File: src/sv/cp1252u8_pkg.sv
// ----------------------------------------------------------------------------
// cp1252u8_pkg
// shared types, constants and the windows-1252 upper table for the transcoder
// ----------------------------------------------------------------------------
package cp1252u8_pkg;

    localparam int unsigned BYTE_W   = 8;
    localparam int unsigned CP_W     = 16;
    localparam int unsigned SEQ_MAX  = 3;
    localparam int unsigned IDX_W    = 2;

    // index of the last byte of a sequence
    localparam logic [IDX_W-1:0] LAST_ONE   = 2'd0;
    localparam logic [IDX_W-1:0] LAST_TWO   = 2'd1;
    localparam logic [IDX_W-1:0] LAST_THREE = 2'd2;

    localparam logic [CP_W-1:0] CP_TWO_BYTE   = 16'd128;
    localparam logic [CP_W-1:0] CP_THREE_BYTE = 16'd2048;

    localparam logic [BYTE_W-1:0] LEAD_TWO   = 8'hc0;
    localparam logic [BYTE_W-1:0] LEAD_THREE = 8'he0;
    localparam logic [BYTE_W-1:0] CONT_MARK  = 8'h80;

    // code points for 0x80 to 0x9f, undefined slots give the replacement char
    localparam logic [CP_W-1:0] W1252_HIGH [32] = '{
        16'h20ac, 16'hfffd, 16'h201a, 16'h0192, 16'h201e, 16'h2026, 16'h2020, 16'h2021,
        16'h02c6, 16'h2030, 16'h0160, 16'h2039, 16'h0152, 16'hfffd, 16'h017d, 16'hfffd,
        16'hfffd, 16'h2018, 16'h2019, 16'h201c, 16'h201d, 16'h2022, 16'h2013, 16'h2014,
        16'h02dc, 16'h2122, 16'h0161, 16'h203a, 16'h0153, 16'hfffd, 16'h017e, 16'h0178
    };

    // one encoded sequence, byte 0 goes out first
    typedef struct packed {
        logic [IDX_W-1:0]                last_idx;
        logic [SEQ_MAX-1:0][BYTE_W-1:0]  bytes;
    } seq_t;

endpackage

File: src/sv/cp1252u8_front.sv
// ----------------------------------------------------------------------------
// cp1252u8_front
// maps source bytes to utf-8 via a code point, or passes them raw if disabled
// ----------------------------------------------------------------------------
module cp1252u8_front (
    input  logic                  aclk,
    input  logic                  aresetn,
    input  logic                  cfg_valid,
    input  logic                  cfg_wdata,
    input  logic                  s_valid,
    output logic                  s_ready,
    input  logic [7:0]            s_in_byte,
    output logic                  push_valid,
    input  logic                  push_ready,
    output cp1252u8_pkg::seq_t    push_entry
);

    logic                              enable_reg;
    logic                              enable_next;
    logic [cp1252u8_pkg::CP_W-1:0]     cp;
    cp1252u8_pkg::seq_t                seq;

    always_comb begin
        enable_next = enable_reg;
        if (cfg_valid) begin
            enable_next = cfg_wdata;
        end
    end

    always_ff @(posedge aclk) begin
        if (!aresetn) begin
            enable_reg <= 1'b0;
        end else begin
            enable_reg <= enable_next;
        end
    end

    always_comb begin
        if (s_in_byte inside {[8'h80:8'h9f]}) begin
            cp = cp1252u8_pkg::W1252_HIGH[s_in_byte[4:0]];
        end else begin
            cp = {8'h00, s_in_byte};
        end
    end

    always_comb begin
        seq.bytes    = '0;
        seq.last_idx = cp1252u8_pkg::LAST_ONE;
        if (!enable_reg) begin
            seq.bytes[0] = s_in_byte;
        end else if (cp < cp1252u8_pkg::CP_TWO_BYTE) begin
            seq.bytes[0] = cp[7:0];
        end else if (cp < cp1252u8_pkg::CP_THREE_BYTE) begin
            seq.last_idx = cp1252u8_pkg::LAST_TWO;
            seq.bytes[0] = cp1252u8_pkg::LEAD_TWO  | {3'b000, cp[10:6]};
            seq.bytes[1] = cp1252u8_pkg::CONT_MARK | {2'b00, cp[5:0]};
        end else begin
            seq.last_idx = cp1252u8_pkg::LAST_THREE;
            seq.bytes[0] = cp1252u8_pkg::LEAD_THREE | {4'h0, cp[15:12]};
            seq.bytes[1] = cp1252u8_pkg::CONT_MARK  | {2'b00, cp[11:6]};
            seq.bytes[2] = cp1252u8_pkg::CONT_MARK  | {2'b00, cp[5:0]};
        end
    end

    assign s_ready    = push_ready;
    assign push_valid = s_valid;
    assign push_entry = seq;

endmodule

File: src/sv/cp1252u8_queue.sv
// ----------------------------------------------------------------------------
// cp1252u8_queue
// short fifo of encoded sequences between front and back
// ----------------------------------------------------------------------------
module cp1252u8_queue #(
    parameter int unsigned DEPTH = 2
) (
    input  logic                  aclk,
    input  logic                  aresetn,
    input  logic                  push_valid,
    output logic                  push_ready,
    input  cp1252u8_pkg::seq_t    push_entry,
    output logic                  pop_valid,
    input  logic                  pop_ready,
    output cp1252u8_pkg::seq_t    pop_entry
);

    localparam int unsigned PTR_W = (DEPTH > 1) ? $clog2(DEPTH) : 1;
    localparam int unsigned CNT_W = $clog2(DEPTH + 1);

    cp1252u8_pkg::seq_t  mem_reg [DEPTH];
    logic [PTR_W-1:0]    wr_ptr_reg, wr_ptr_next;
    logic [PTR_W-1:0]    rd_ptr_reg, rd_ptr_next;
    logic [CNT_W-1:0]    count_reg, count_next;
    logic                do_push, do_pop;

    assign push_ready = (count_reg != CNT_W'(DEPTH));
    assign pop_valid  = (count_reg != '0);
    assign pop_entry  = mem_reg[rd_ptr_reg];
    assign do_push    = push_valid && push_ready;
    assign do_pop     = pop_valid && pop_ready;

    always_comb begin
        wr_ptr_next = wr_ptr_reg;
        rd_ptr_next = rd_ptr_reg;
        count_next  = count_reg;
        if (do_push) begin
            wr_ptr_next = (wr_ptr_reg == PTR_W'(DEPTH - 1)) ? '0 : wr_ptr_reg + 1'b1;
        end
        if (do_pop) begin
            rd_ptr_next = (rd_ptr_reg == PTR_W'(DEPTH - 1)) ? '0 : rd_ptr_reg + 1'b1;
        end
        if (do_push && !do_pop) begin
            count_next = count_reg + 1'b1;
        end else if (do_pop && !do_push) begin
            count_next = count_reg - 1'b1;
        end
    end

    always_ff @(posedge aclk) begin
        if (!aresetn) begin
            wr_ptr_reg <= '0;
            rd_ptr_reg <= '0;
            count_reg  <= '0;
        end else begin
            wr_ptr_reg <= wr_ptr_next;
            rd_ptr_reg <= rd_ptr_next;
            count_reg  <= count_next;
        end
    end

    always_ff @(posedge aclk) begin
        if (do_push) begin
            mem_reg[wr_ptr_reg] <= push_entry;
        end
    end

endmodule

File: src/sv/cp1252u8_back.sv
// ----------------------------------------------------------------------------
// cp1252u8_back
// holds one sequence and sends its bytes out one per cycle while m_ready is high
// ----------------------------------------------------------------------------
module cp1252u8_back (
    input  logic                  aclk,
    input  logic                  aresetn,
    input  logic                  pop_valid,
    output logic                  pop_ready,
    input  cp1252u8_pkg::seq_t    pop_entry,
    output logic                  m_valid,
    input  logic                  m_ready,
    output logic [7:0]            m_out_byte,
    output logic                  m_seq_last
);

    cp1252u8_pkg::seq_t                  cur_reg, cur_next;
    logic [cp1252u8_pkg::IDX_W-1:0]      idx_reg, idx_next;
    logic                                valid_reg, valid_next;
    logic                                fire, last;

    assign last       = (idx_reg == cur_reg.last_idx);
    assign fire       = valid_reg && m_ready;
    assign pop_ready  = !valid_reg || (m_ready && last);
    assign m_valid    = valid_reg;
    assign m_out_byte = cur_reg.bytes[idx_reg];
    assign m_seq_last = last;

    always_comb begin
        cur_next   = cur_reg;
        idx_next   = idx_reg;
        valid_next = valid_reg;
        if (pop_valid && pop_ready) begin
            cur_next   = pop_entry;
            idx_next   = '0;
            valid_next = 1'b1;
        end else if (fire && last) begin
            valid_next = 1'b0;
        end else if (fire) begin
            idx_next = idx_reg + 1'b1;
        end
    end

    always_ff @(posedge aclk) begin
        if (!aresetn) begin
            valid_reg <= 1'b0;
            idx_reg   <= '0;
        end else begin
            valid_reg <= valid_next;
            idx_reg   <= idx_next;
        end
    end

    always_ff @(posedge aclk) begin
        cur_reg <= cur_next;
    end

endmodule

File: src/sv/cp1252_to_utf8_transcoder_core.sv
// ----------------------------------------------------------------------------
// cp1252_to_utf8_transcoder_core
// windows-1252 / latin-1 byte stream to utf-8 byte stream
// ----------------------------------------------------------------------------
// path: an accepted input request is written into the queue, then loaded into the
//   back register once the back is free; the first output byte is valid from there
// throughput: one output byte per cycle while m_ready is high; an item has 1, 2 or
//   3 bytes (its utf-8 length); the single output byte lane sets this figure
// input is taken every cycle while the queue has room, even when output stalls
// reset: synchronous active-low aresetn empties queue and output, enable goes to 0
// ----------------------------------------------------------------------------
module cp1252_to_utf8_transcoder_core #(
    parameter int unsigned QUEUE_DEPTH = 2
) (
    input  logic        aclk,
    input  logic        aresetn,
    // configuration: transcode enable
    input  logic        cfg_valid,
    output logic        cfg_ready,
    input  logic        cfg_wdata,
    // source bytes
    input  logic        s_valid,
    output logic        s_ready,
    input  logic [7:0]  s_in_byte,
    // utf-8 bytes
    output logic        m_valid,
    input  logic        m_ready,
    output logic [7:0]  m_out_byte,
    output logic        m_seq_last
);

    // front to queue
    logic                 push_valid;
    logic                 push_ready;
    cp1252u8_pkg::seq_t   push_entry;

    // queue to back
    logic                 pop_valid;
    logic                 pop_ready;
    cp1252u8_pkg::seq_t   pop_entry;

    // the enable register takes a write request in any cycle
    assign cfg_ready = 1'b1;

    // front: table lookup and utf-8 encoding of one byte per request
    cp1252u8_front u_front (
        .aclk       (aclk),
        .aresetn    (aresetn),
        .cfg_valid  (cfg_valid),
        .cfg_wdata  (cfg_wdata),
        .s_valid    (s_valid),
        .s_ready    (s_ready),
        .s_in_byte  (s_in_byte),
        .push_valid (push_valid),
        .push_ready (push_ready),
        .push_entry (push_entry)
    );

    // queue: decouples encoding from the byte-serial output
    cp1252u8_queue #(
        .DEPTH (QUEUE_DEPTH)
    ) u_queue (
        .aclk       (aclk),
        .aresetn    (aresetn),
        .push_valid (push_valid),
        .push_ready (push_ready),
        .push_entry (push_entry),
        .pop_valid  (pop_valid),
        .pop_ready  (pop_ready),
        .pop_entry  (pop_entry)
    );

    // back: walks the held sequence, marks the final byte
    cp1252u8_back u_back (
        .aclk       (aclk),
        .aresetn    (aresetn),
        .pop_valid  (pop_valid),
        .pop_ready  (pop_ready),
        .pop_entry  (pop_entry),
        .m_valid    (m_valid),
        .m_ready    (m_ready),
        .m_out_byte (m_out_byte),
        .m_seq_last (m_seq_last)
    );

endmodule

File: config.mk
export PLATFORM = sky130hd
export DESIGN_NAME = cp1252_to_utf8_transcoder_core
export DESIGN_NICKNAME = d
export VERILOG_FILES = /design/src/sv/cp1252u8_pkg.sv /design/src/sv/cp1252u8_front.sv /design/src/sv/cp1252u8_queue.sv /design/src/sv/cp1252u8_back.sv /design/src/sv/cp1252_to_utf8_transcoder_core.sv
export SDC_FILE = /design/constraint.sdc
export NUM_CORES = 1
export LEC_CHECK = 0
export BUFFER_PORTS_ARGS = -buffer_cell sky130_fd_sc_hd__buf_2
export CAP_MARGIN = 20
export CORE_MARGIN = 4
export CORE_UTILIZATION = 60
export CTS_CLUSTER_DIAMETER = 120
export DETAILED_ROUTE_END_ITERATION = 10
export PLACE_DENSITY = 0.85
export SLEW_MARGIN = 20
export SYNTH_ARGS = -nofsm -noshare
export SYNTH_HDL_FRONTEND = slang
export SYNTH_SLANG_ARGS = --single-unit
File: constraint.sdc
create_clock -name aclk -period 3.3 [get_ports aclk]
set_input_delay 0.495 -clock aclk [delete_from_list [all_inputs] [get_ports aclk]]
set_output_delay 0.495 -clock aclk [all_outputs]
set_load 0.03 [all_outputs]
==> results of run 1 <==
through the flow:
| step | cells | setup WS [ps] | utilization, % | total power [mW] | hold WS (ps) |
|---|---|---|---|---|---|
| floorplan | 324 | 166 | - | 2.13 | 491 |
| global placement | 412 | 474 | 64.0 | 2.32 | 510 |
| detailed placement | 412 | 329 | 64.0 | 2.36 | 533 |
| CTS | 428 | 680 | 67.5 | 3.14 | 422 |
| global route | 428 | 466 | 67.5 | 3.27 | 444 |
| finish | 428 | 650 | 67.5 | 3.12 | 426 |
cells in the mapped netlist (all sizes together) (2+ instances only):
| master | instances |
|---|---|
| dfxtp | 8 |
| nand3 | 6 |
| nor3b | 4 |
| or3 | 3 |
| o21a | 2 |
| a21boi | 3 |
| xnor2 | 3 |
| a31oi | 7 |
| nand2b | 7 |
| edfxtp | 69 |
| ha | 8 |
| nor2 | 25 |
| mux2i | 12 |
| o21ai | 22 |
| a211oi | 7 |
| mux2 | 23 |
| nor3 | 6 |
| inv | 12 |
| o211ai | 2 |
| a21oi | 11 |
| buf | 9 |
| nand4 | 2 |
| and2 | 4 |
| xor2 | 5 |
| nand2 | 22 |
| o21bai | 2 |
| clkbuf | 10 |
| and3 | 7 |
| nor2b | 3 |
power by group through the flow:
stage | combinational [mW] | sequential [mW] | clock, mW
floorplan | 0.667 | 1.47 | 0
global placement | 0.793 | 1.53 | 0
detailed placement | 0.817 | 1.54 | 0
CTS | 0.831 | 1.52 | 0.787
global route | 0.892 | 1.55 | 0.830
finish | 0.821 | 1.52 | 0.777
kinds of logic (layout without fill, tap and decap cells):
kind of cell | count (synthesis) | after routing | share of synthesized area (%)
mux | 36 | 36 | 10.3
other cells | 1 | 1 | 0.0960
compound gates | 66 | 66 | 11.4
xor+xnor | 8 | 8 | 1.79
buf+inv | 32 | 59 | 4.04
flops | 77 | 77 | 57.2
simple gates | 96 | 96 | 12.6
fa+ha+maj | 8 | 8 | 2.56
worst min-delay path by stage:
stage                                 startpoint                           endpoint  slack [ps]  depth (start not counted)
6_report                               cfg_wdata    u_front.enable_reg$_SDFFE_PN0P_         430                          3
3_5_place_dp    u_queue.mem_reg[1][23]$_DFFE_PP_       u_back.cur_reg[23]$_DFFE_PP_         530                          1
3_3_place_gp   u_queue.count_reg[1]$_SDFFE_PN0P_  u_queue.count_reg[1]$_SDFFE_PN0P_         510                          2
5_1_grt                                  aresetn    u_queue.wr_ptr_reg$_SDFFE_PN0P_         440                          2
4_1_cts                                cfg_wdata    u_front.enable_reg$_SDFFE_PN0P_         420                          3
2_1_floorplan  u_queue.count_reg[1]$_SDFFE_PN0P_  u_queue.count_reg[1]$_SDFFE_PN0P_         490                          2
worst max-delay path, cell delays in order:
cell and delay [ps]:
buf_2 190, inv_1 120, ha_1 280, nor2b_2 220, o221ai_2 190, o31ai_2 130, o41ai_2 720, o21ai_1 160
and3_1 220
area by class of cell:
class	count	share of cell area [%]
clock buffers	10	3.21
clock inverters	6	2.01
inverters	13	1.14
multi-input cells	215	35.5
flip-flops and latches	77	52.1
well taps	77	2.25
repair buffers	30	3.85
placed cells by master, fill, tap and decap left out, types with 5 or more instances in the layout:
cell	netlist	routed
a211oi_1	5	5
nand3_1	6	6
buf_4	3	6
nand2_1	21	21
o21ai_0	21	21
xor2_1	5	5
mux2i_1	12	12
inv_1	11	11
ha_1	8	8
nor2_1	25	23
and3_1	7	7
clkbuf_8	0	10
edfxtp_1	69	69
buf_2	3	24
mux2_2	23	23
nand2b_1	7	7
dfxtp_1	8	7
nor3_1	6	6
a21oi_1	11	11
a31oi_1	7	7
per-layer routing:
metal	GRT usage, %	vias up	wire, um
met1	26.8	1252	3260
met2	33.0	80	3690
met5	0	-	0
li1	-	1246	-
met3	3.72	11	335
met4	6.04	0	137
==> metrics.csv, run 1 <==
stage,metric,value,unit
timing,final worst-path cycle share,80.3,%
pwr,Pleak,1.58,nW
setup_path,Worst Path Required,3390,ps
floorplan,Die Y,88.7,um
placement,GPL Wtd Cong,0.930,
grt,antenna violations before repair,0,
pwr,Flop pwr share,48.8,%
yosys,syn nets,346,
placement,post-DP HPWL,5.00,mm
timing,Worst slew margin,51.1,%
yosys,Unique masters post-synth,57,
yosys,Area contributors post-synth,"edfxtp_1, mux2_2, dfxtp_1",
timing,Clock Skew,9.25,ps
yosys,area of the mapped netlist,3900,sq um
yosys,Synth area leader,edfxtp_1,
floorplan,die area,7860,sq um
layout,layout net count,368,
setup_path,flop-to-flop setup slack,870,ps
setup_path,Crit Path Class,in2reg,
route,final antenna-violating net count,0,
yosys,Synth top area share,53.1,%
grt,largest net degree at the start of global routing,32,
timing,clock period minus worst slack,2650,ps
yosys,Post-synth EDFFs,69,
clocking,clk slew on worst S/H paths,80,ps
floorplan,Top Ports,26,
timing,Final Hold Fails,0,
yosys,sequential-to-total area share from yosys stat,57.2,%
yosys,Post-synth ARST share,0,%
route,Routed WL,7.42,mm
yosys,synthesized area per cell,12.1,sq um
layout,sequential cell area,2230,sq um
setup_path,Crit Reg-Reg Endpoint,u_queue.count_reg[1]$_SDFFE_PN0P_,
timing,RSZ-0062 raised after global routing,false,
floorplan,Core Area,6350,sq um
clocking,worst skew pair latency,330,ps
pwr,Clock power frac,24.9,%
clocking,Clock Tree Buf Depth,2,
setup_path,Crit. End Element,flip-flop,
clocking,CTS H-tree depth,3,
grt,gr usage total,19.9,%
route,Iter 0 DRT Violations,125,
route,Vias,2589,
clocking,CTS Buf Count,9,
yosys,Synth Flop Type,edfxtp_1,
setup_path,CP Launch Type,input pin,
timing,max-slew violation count,0,
route,Via density,6.05,
timing,setup tns final,0,ps
pwr,Internal,2.16,mW
grt,number of global-route vias before repair,2405,
grt,GRT overflow,0,
floorplan,Die X-Extent,88.7,um
clocking,clock root buffer,clkbuf_8,
layout,Area Overhead vs Synth,9.80,%
clocking,CTS Sinks,77,
placement,port bufs,24,
setup_path,CP Capture Point,u_queue.mem_reg[1][9]$_DFFE_PP_,
setup_path,reg2reg path depth,9,
outcome,status,completed,
pwr,Pwr Density,728,nW/um^2
clocking,post-CTS setup buffers,0,
setup_path,crit path from,s_in_byte[0],
pwr,combinational power share,26.3,%
setup_path,"critical path fanouts, max",10,
setup_path,reg2reg start,u_back.idx_reg[1]$_SDFFE_PP0P_,
clocking,post-cts resize count,0,
run,number of max-cap violations,0,
layout,max reg flops,46,
route,drt wl/cell,17.3,um
pwr,maximum VDD drop,0.662,mV
grt,first-pass GRT wire length,12.0,mm
timing,Fmax achieved,0.377,GHz
clocking,Hold Buf Count CTS,0,
yosys,Cells after Synth,324,
timing,final setup vio count,0,
route,drt pass-1 iters,5,
floorplan,initial core utilization,61.5,%
placement,placed cell area,4060,sq um
yosys,Yosys warnings,0,
yosys,Synth Register Bits,77,
pwr,switching part of the total power,30.9,%
hold_path,worst min path class,in2reg,
layout,area of the multi-input gates,1520,sq um
timing,worst-margin pin slew,726,ps
layout,number of antenna diodes,0,
layout,share of layout cells above drive strength 1,23.9,%
pwr,sw power,964,uW
layout,Finished Cell Area,4290,sq um
floorplan,Row Count,29,
layout,fill cell count,449,
clocking,CTS tree,built,
setup_path,critical path arrival,2740,ps
route,DRC,0,
Note: power is estimated with default switching activity, not from simulation.
==> inputs of run 2 (changes only) <==
==> constraint.sdc (replaced) <==
create_clock -name aclk -period 2.7 [get_ports aclk]
set_input_delay 0.405 -clock aclk [delete_from_list [all_inputs] [get_ports aclk]]
set_output_delay 0.405 -clock aclk [all_outputs]
set_load 0.03 [all_outputs]
==> metrics.csv, run 2 (same netlist as run 1, synthesis figures left out) <==
stage,metric,value,unit
outcome,status,completed,
pwr,Pleak,1.61,nW
grt,antenna violations before repair,0,
placement,port bufs,24,
run,number of max-cap violations,0,
timing,Worst slew margin,61.8,%
layout,share of layout cells above drive strength 1,25.3,%
hold_path,worst min path class,in2reg,
layout,most frequent cells in the layout,"edfxtp_1, buf_2, nor2_1, mux2_2",
clocking,clk slew on worst S/H paths,80,ps
pwr,Pwr Density,861,nW/um^2
layout,Finished Core Util,68.1,%
route,final antenna-violating net count,0,
timing,fin worst setup slack,370,ps
placement,Placed Cells,421,
clocking,Clock Tree Buf Depth,2,
setup_path,Crit. End Element,flip-flop,
route,Via density,5.94,
layout,max reg flops,46,
floorplan,initial core utilization,61.5,%
route,DRC,0,
grt,number of global-route vias before repair,2564,
route,Iter 0 DRT Violations,160,
timing,Fmax achieved,0.429,GHz
clocking,clock root buffer,clkbuf_8,
grt,gr usage total,20.8,%
setup_path,CP Launch Type,input pin,
pwr,Final Power,3.73,mW
placement,GPL Wtd Cong,0.878,
clocking,post-CTS setup buffers,0,
floorplan,Row Count,29,
clocking,CTS tree,built,
route,Vias,2596,
timing,clock period minus worst slack,2330,ps
grt,first-pass GRT wire length,12.2,mm
timing,final setup vio count,0,
floorplan,Die Y,88.7,um
clocking,CTS Buf Count,9,
route,Routed WL,7.57,mm
layout,Area Overhead vs Synth,10.8,%
setup_path,Crit Path Class,in2reg,
layout,Finished Cell Area,4330,sq um
layout,number of antenna diodes,0,
floorplan,Die X-Extent,88.7,um
timing,hold_ws,345,ps
clocking,CTS Sinks,77,
floorplan,Top Ports,26,
clocking,worst skew pair latency,340,ps
route,drt pass-1 iters,4,
placement,dpl ws,48.9,ps
floorplan,die area,7860,sq um
floorplan,Core Area,6350,sq um
timing,final worst-path cycle share,86.3,%
layout,layout net count,377,
timing,setup tns final,0,ps
layout,Final Non-Filler Cells,437,
timing,RSZ-0062 raised after global routing,false,
timing,max-slew violation count,0,
timing,Final Hold Fails,0,
grt,GRT overflow,0,
clocking,post-cts resize count,0,
timing,Clock Skew,5.84,ps
grt,largest net degree at the start of global routing,32,
setup_path,critical path arrival,2490,ps
timing,worst-margin pin slew,567,ps
clocking,Hold Buf Count CTS,0,
placement,placed cell area,4140,sq um
placement,post-DP HPWL,5.26,mm
route,drt wl/cell,17.3,um
clocking,CTS H-tree depth,3,
pwr,maximum VDD drop,0.986,mV
layout,"commonest non-fill, non-tap cell in the layout",edfxtp_1,
layout,fill cell count,453,
setup_path,Worst Path Required,2860,ps
setup_path,"critical path fanouts, max",7,
[run 2: cell count changes in the layout (fill, tap and decap cells not counted)]
cell / previous run / this run
nor2_2: 2 / 1
dfxtp_2: 1 / 0
nor2_4: 0 / 1
bufinv_16: 2 / 1
buf_4: 6 / 15
clkinvlp_4: 1 / 2
clkbuf_8: 10 / 9
clkbuf_1: 0 / 1
dfxtp_1: 7 / 8
[run 2: where the power goes]
group	internal (mW)	total (mW)	switching [mW]
registers	1.68	1.80	0.115
clock network	0.425	0.826	0.401
logic	0.429	1.10	0.672
[run 2: final cells by class]
class | count | area, sq um | share of cell area [%]
clock buffer | 10 | 128 | 2.95
clock inverter | 6 | 63.8 | 1.47
inverter | 13 | 48.8 | 1.13
multi-input combinational | 215 | 1530 | 35.3
sequential | 77 | 2230 | 51.6
tap | 77 | 96.3 | 2.23
timing repair buffer | 39 | 233 | 5.38
[run 2: worst max-delay path, stage by stage]
cell	delay, ps
buf_2	130
inv_1	200
ha_1	320
and4b_1	220
or4_4	450
nand2_2	110
nor4_1	50
or2_1	340
a211oi_2	270
[run 2: worst paths after layout]
kind,from,to,slack [ps],cells after the start
worst max register to register,u_back.cur_reg[23]$_DFFE_PP_,u_queue.count_reg[1]$_SDFFE_PN0P_,450,9
worst min-delay path,cfg_wdata,u_front.enable_reg$_SDFFE_PN0P_,350,3
worst min register to register,u_queue.mem_reg[1][11]$_DFFE_PP_,u_back.cur_reg[11]$_DFFE_PP_,550,1
worst max-delay path,s_in_byte[1],u_queue.mem_reg[1][10]$_DFFE_PP_,370,9
[run 2: metal layers]
| metal | routed length (um) | up-vias | global-route usage, % | share of wire, % |
|---|---|---|---|---|
| met5 | 0 | - | 0 | 0 |
| met4 | 149 | 0 | 11.4 | 2.0 |
| met3 | 356 | 14 | 3.45 | 4.7 |
| met2 | 3820 | 67 | 35.4 | 50 |
| met1 | 3250 | 1247 | 25.0 | 43 |
| li1 | - | 1268 | - | - |
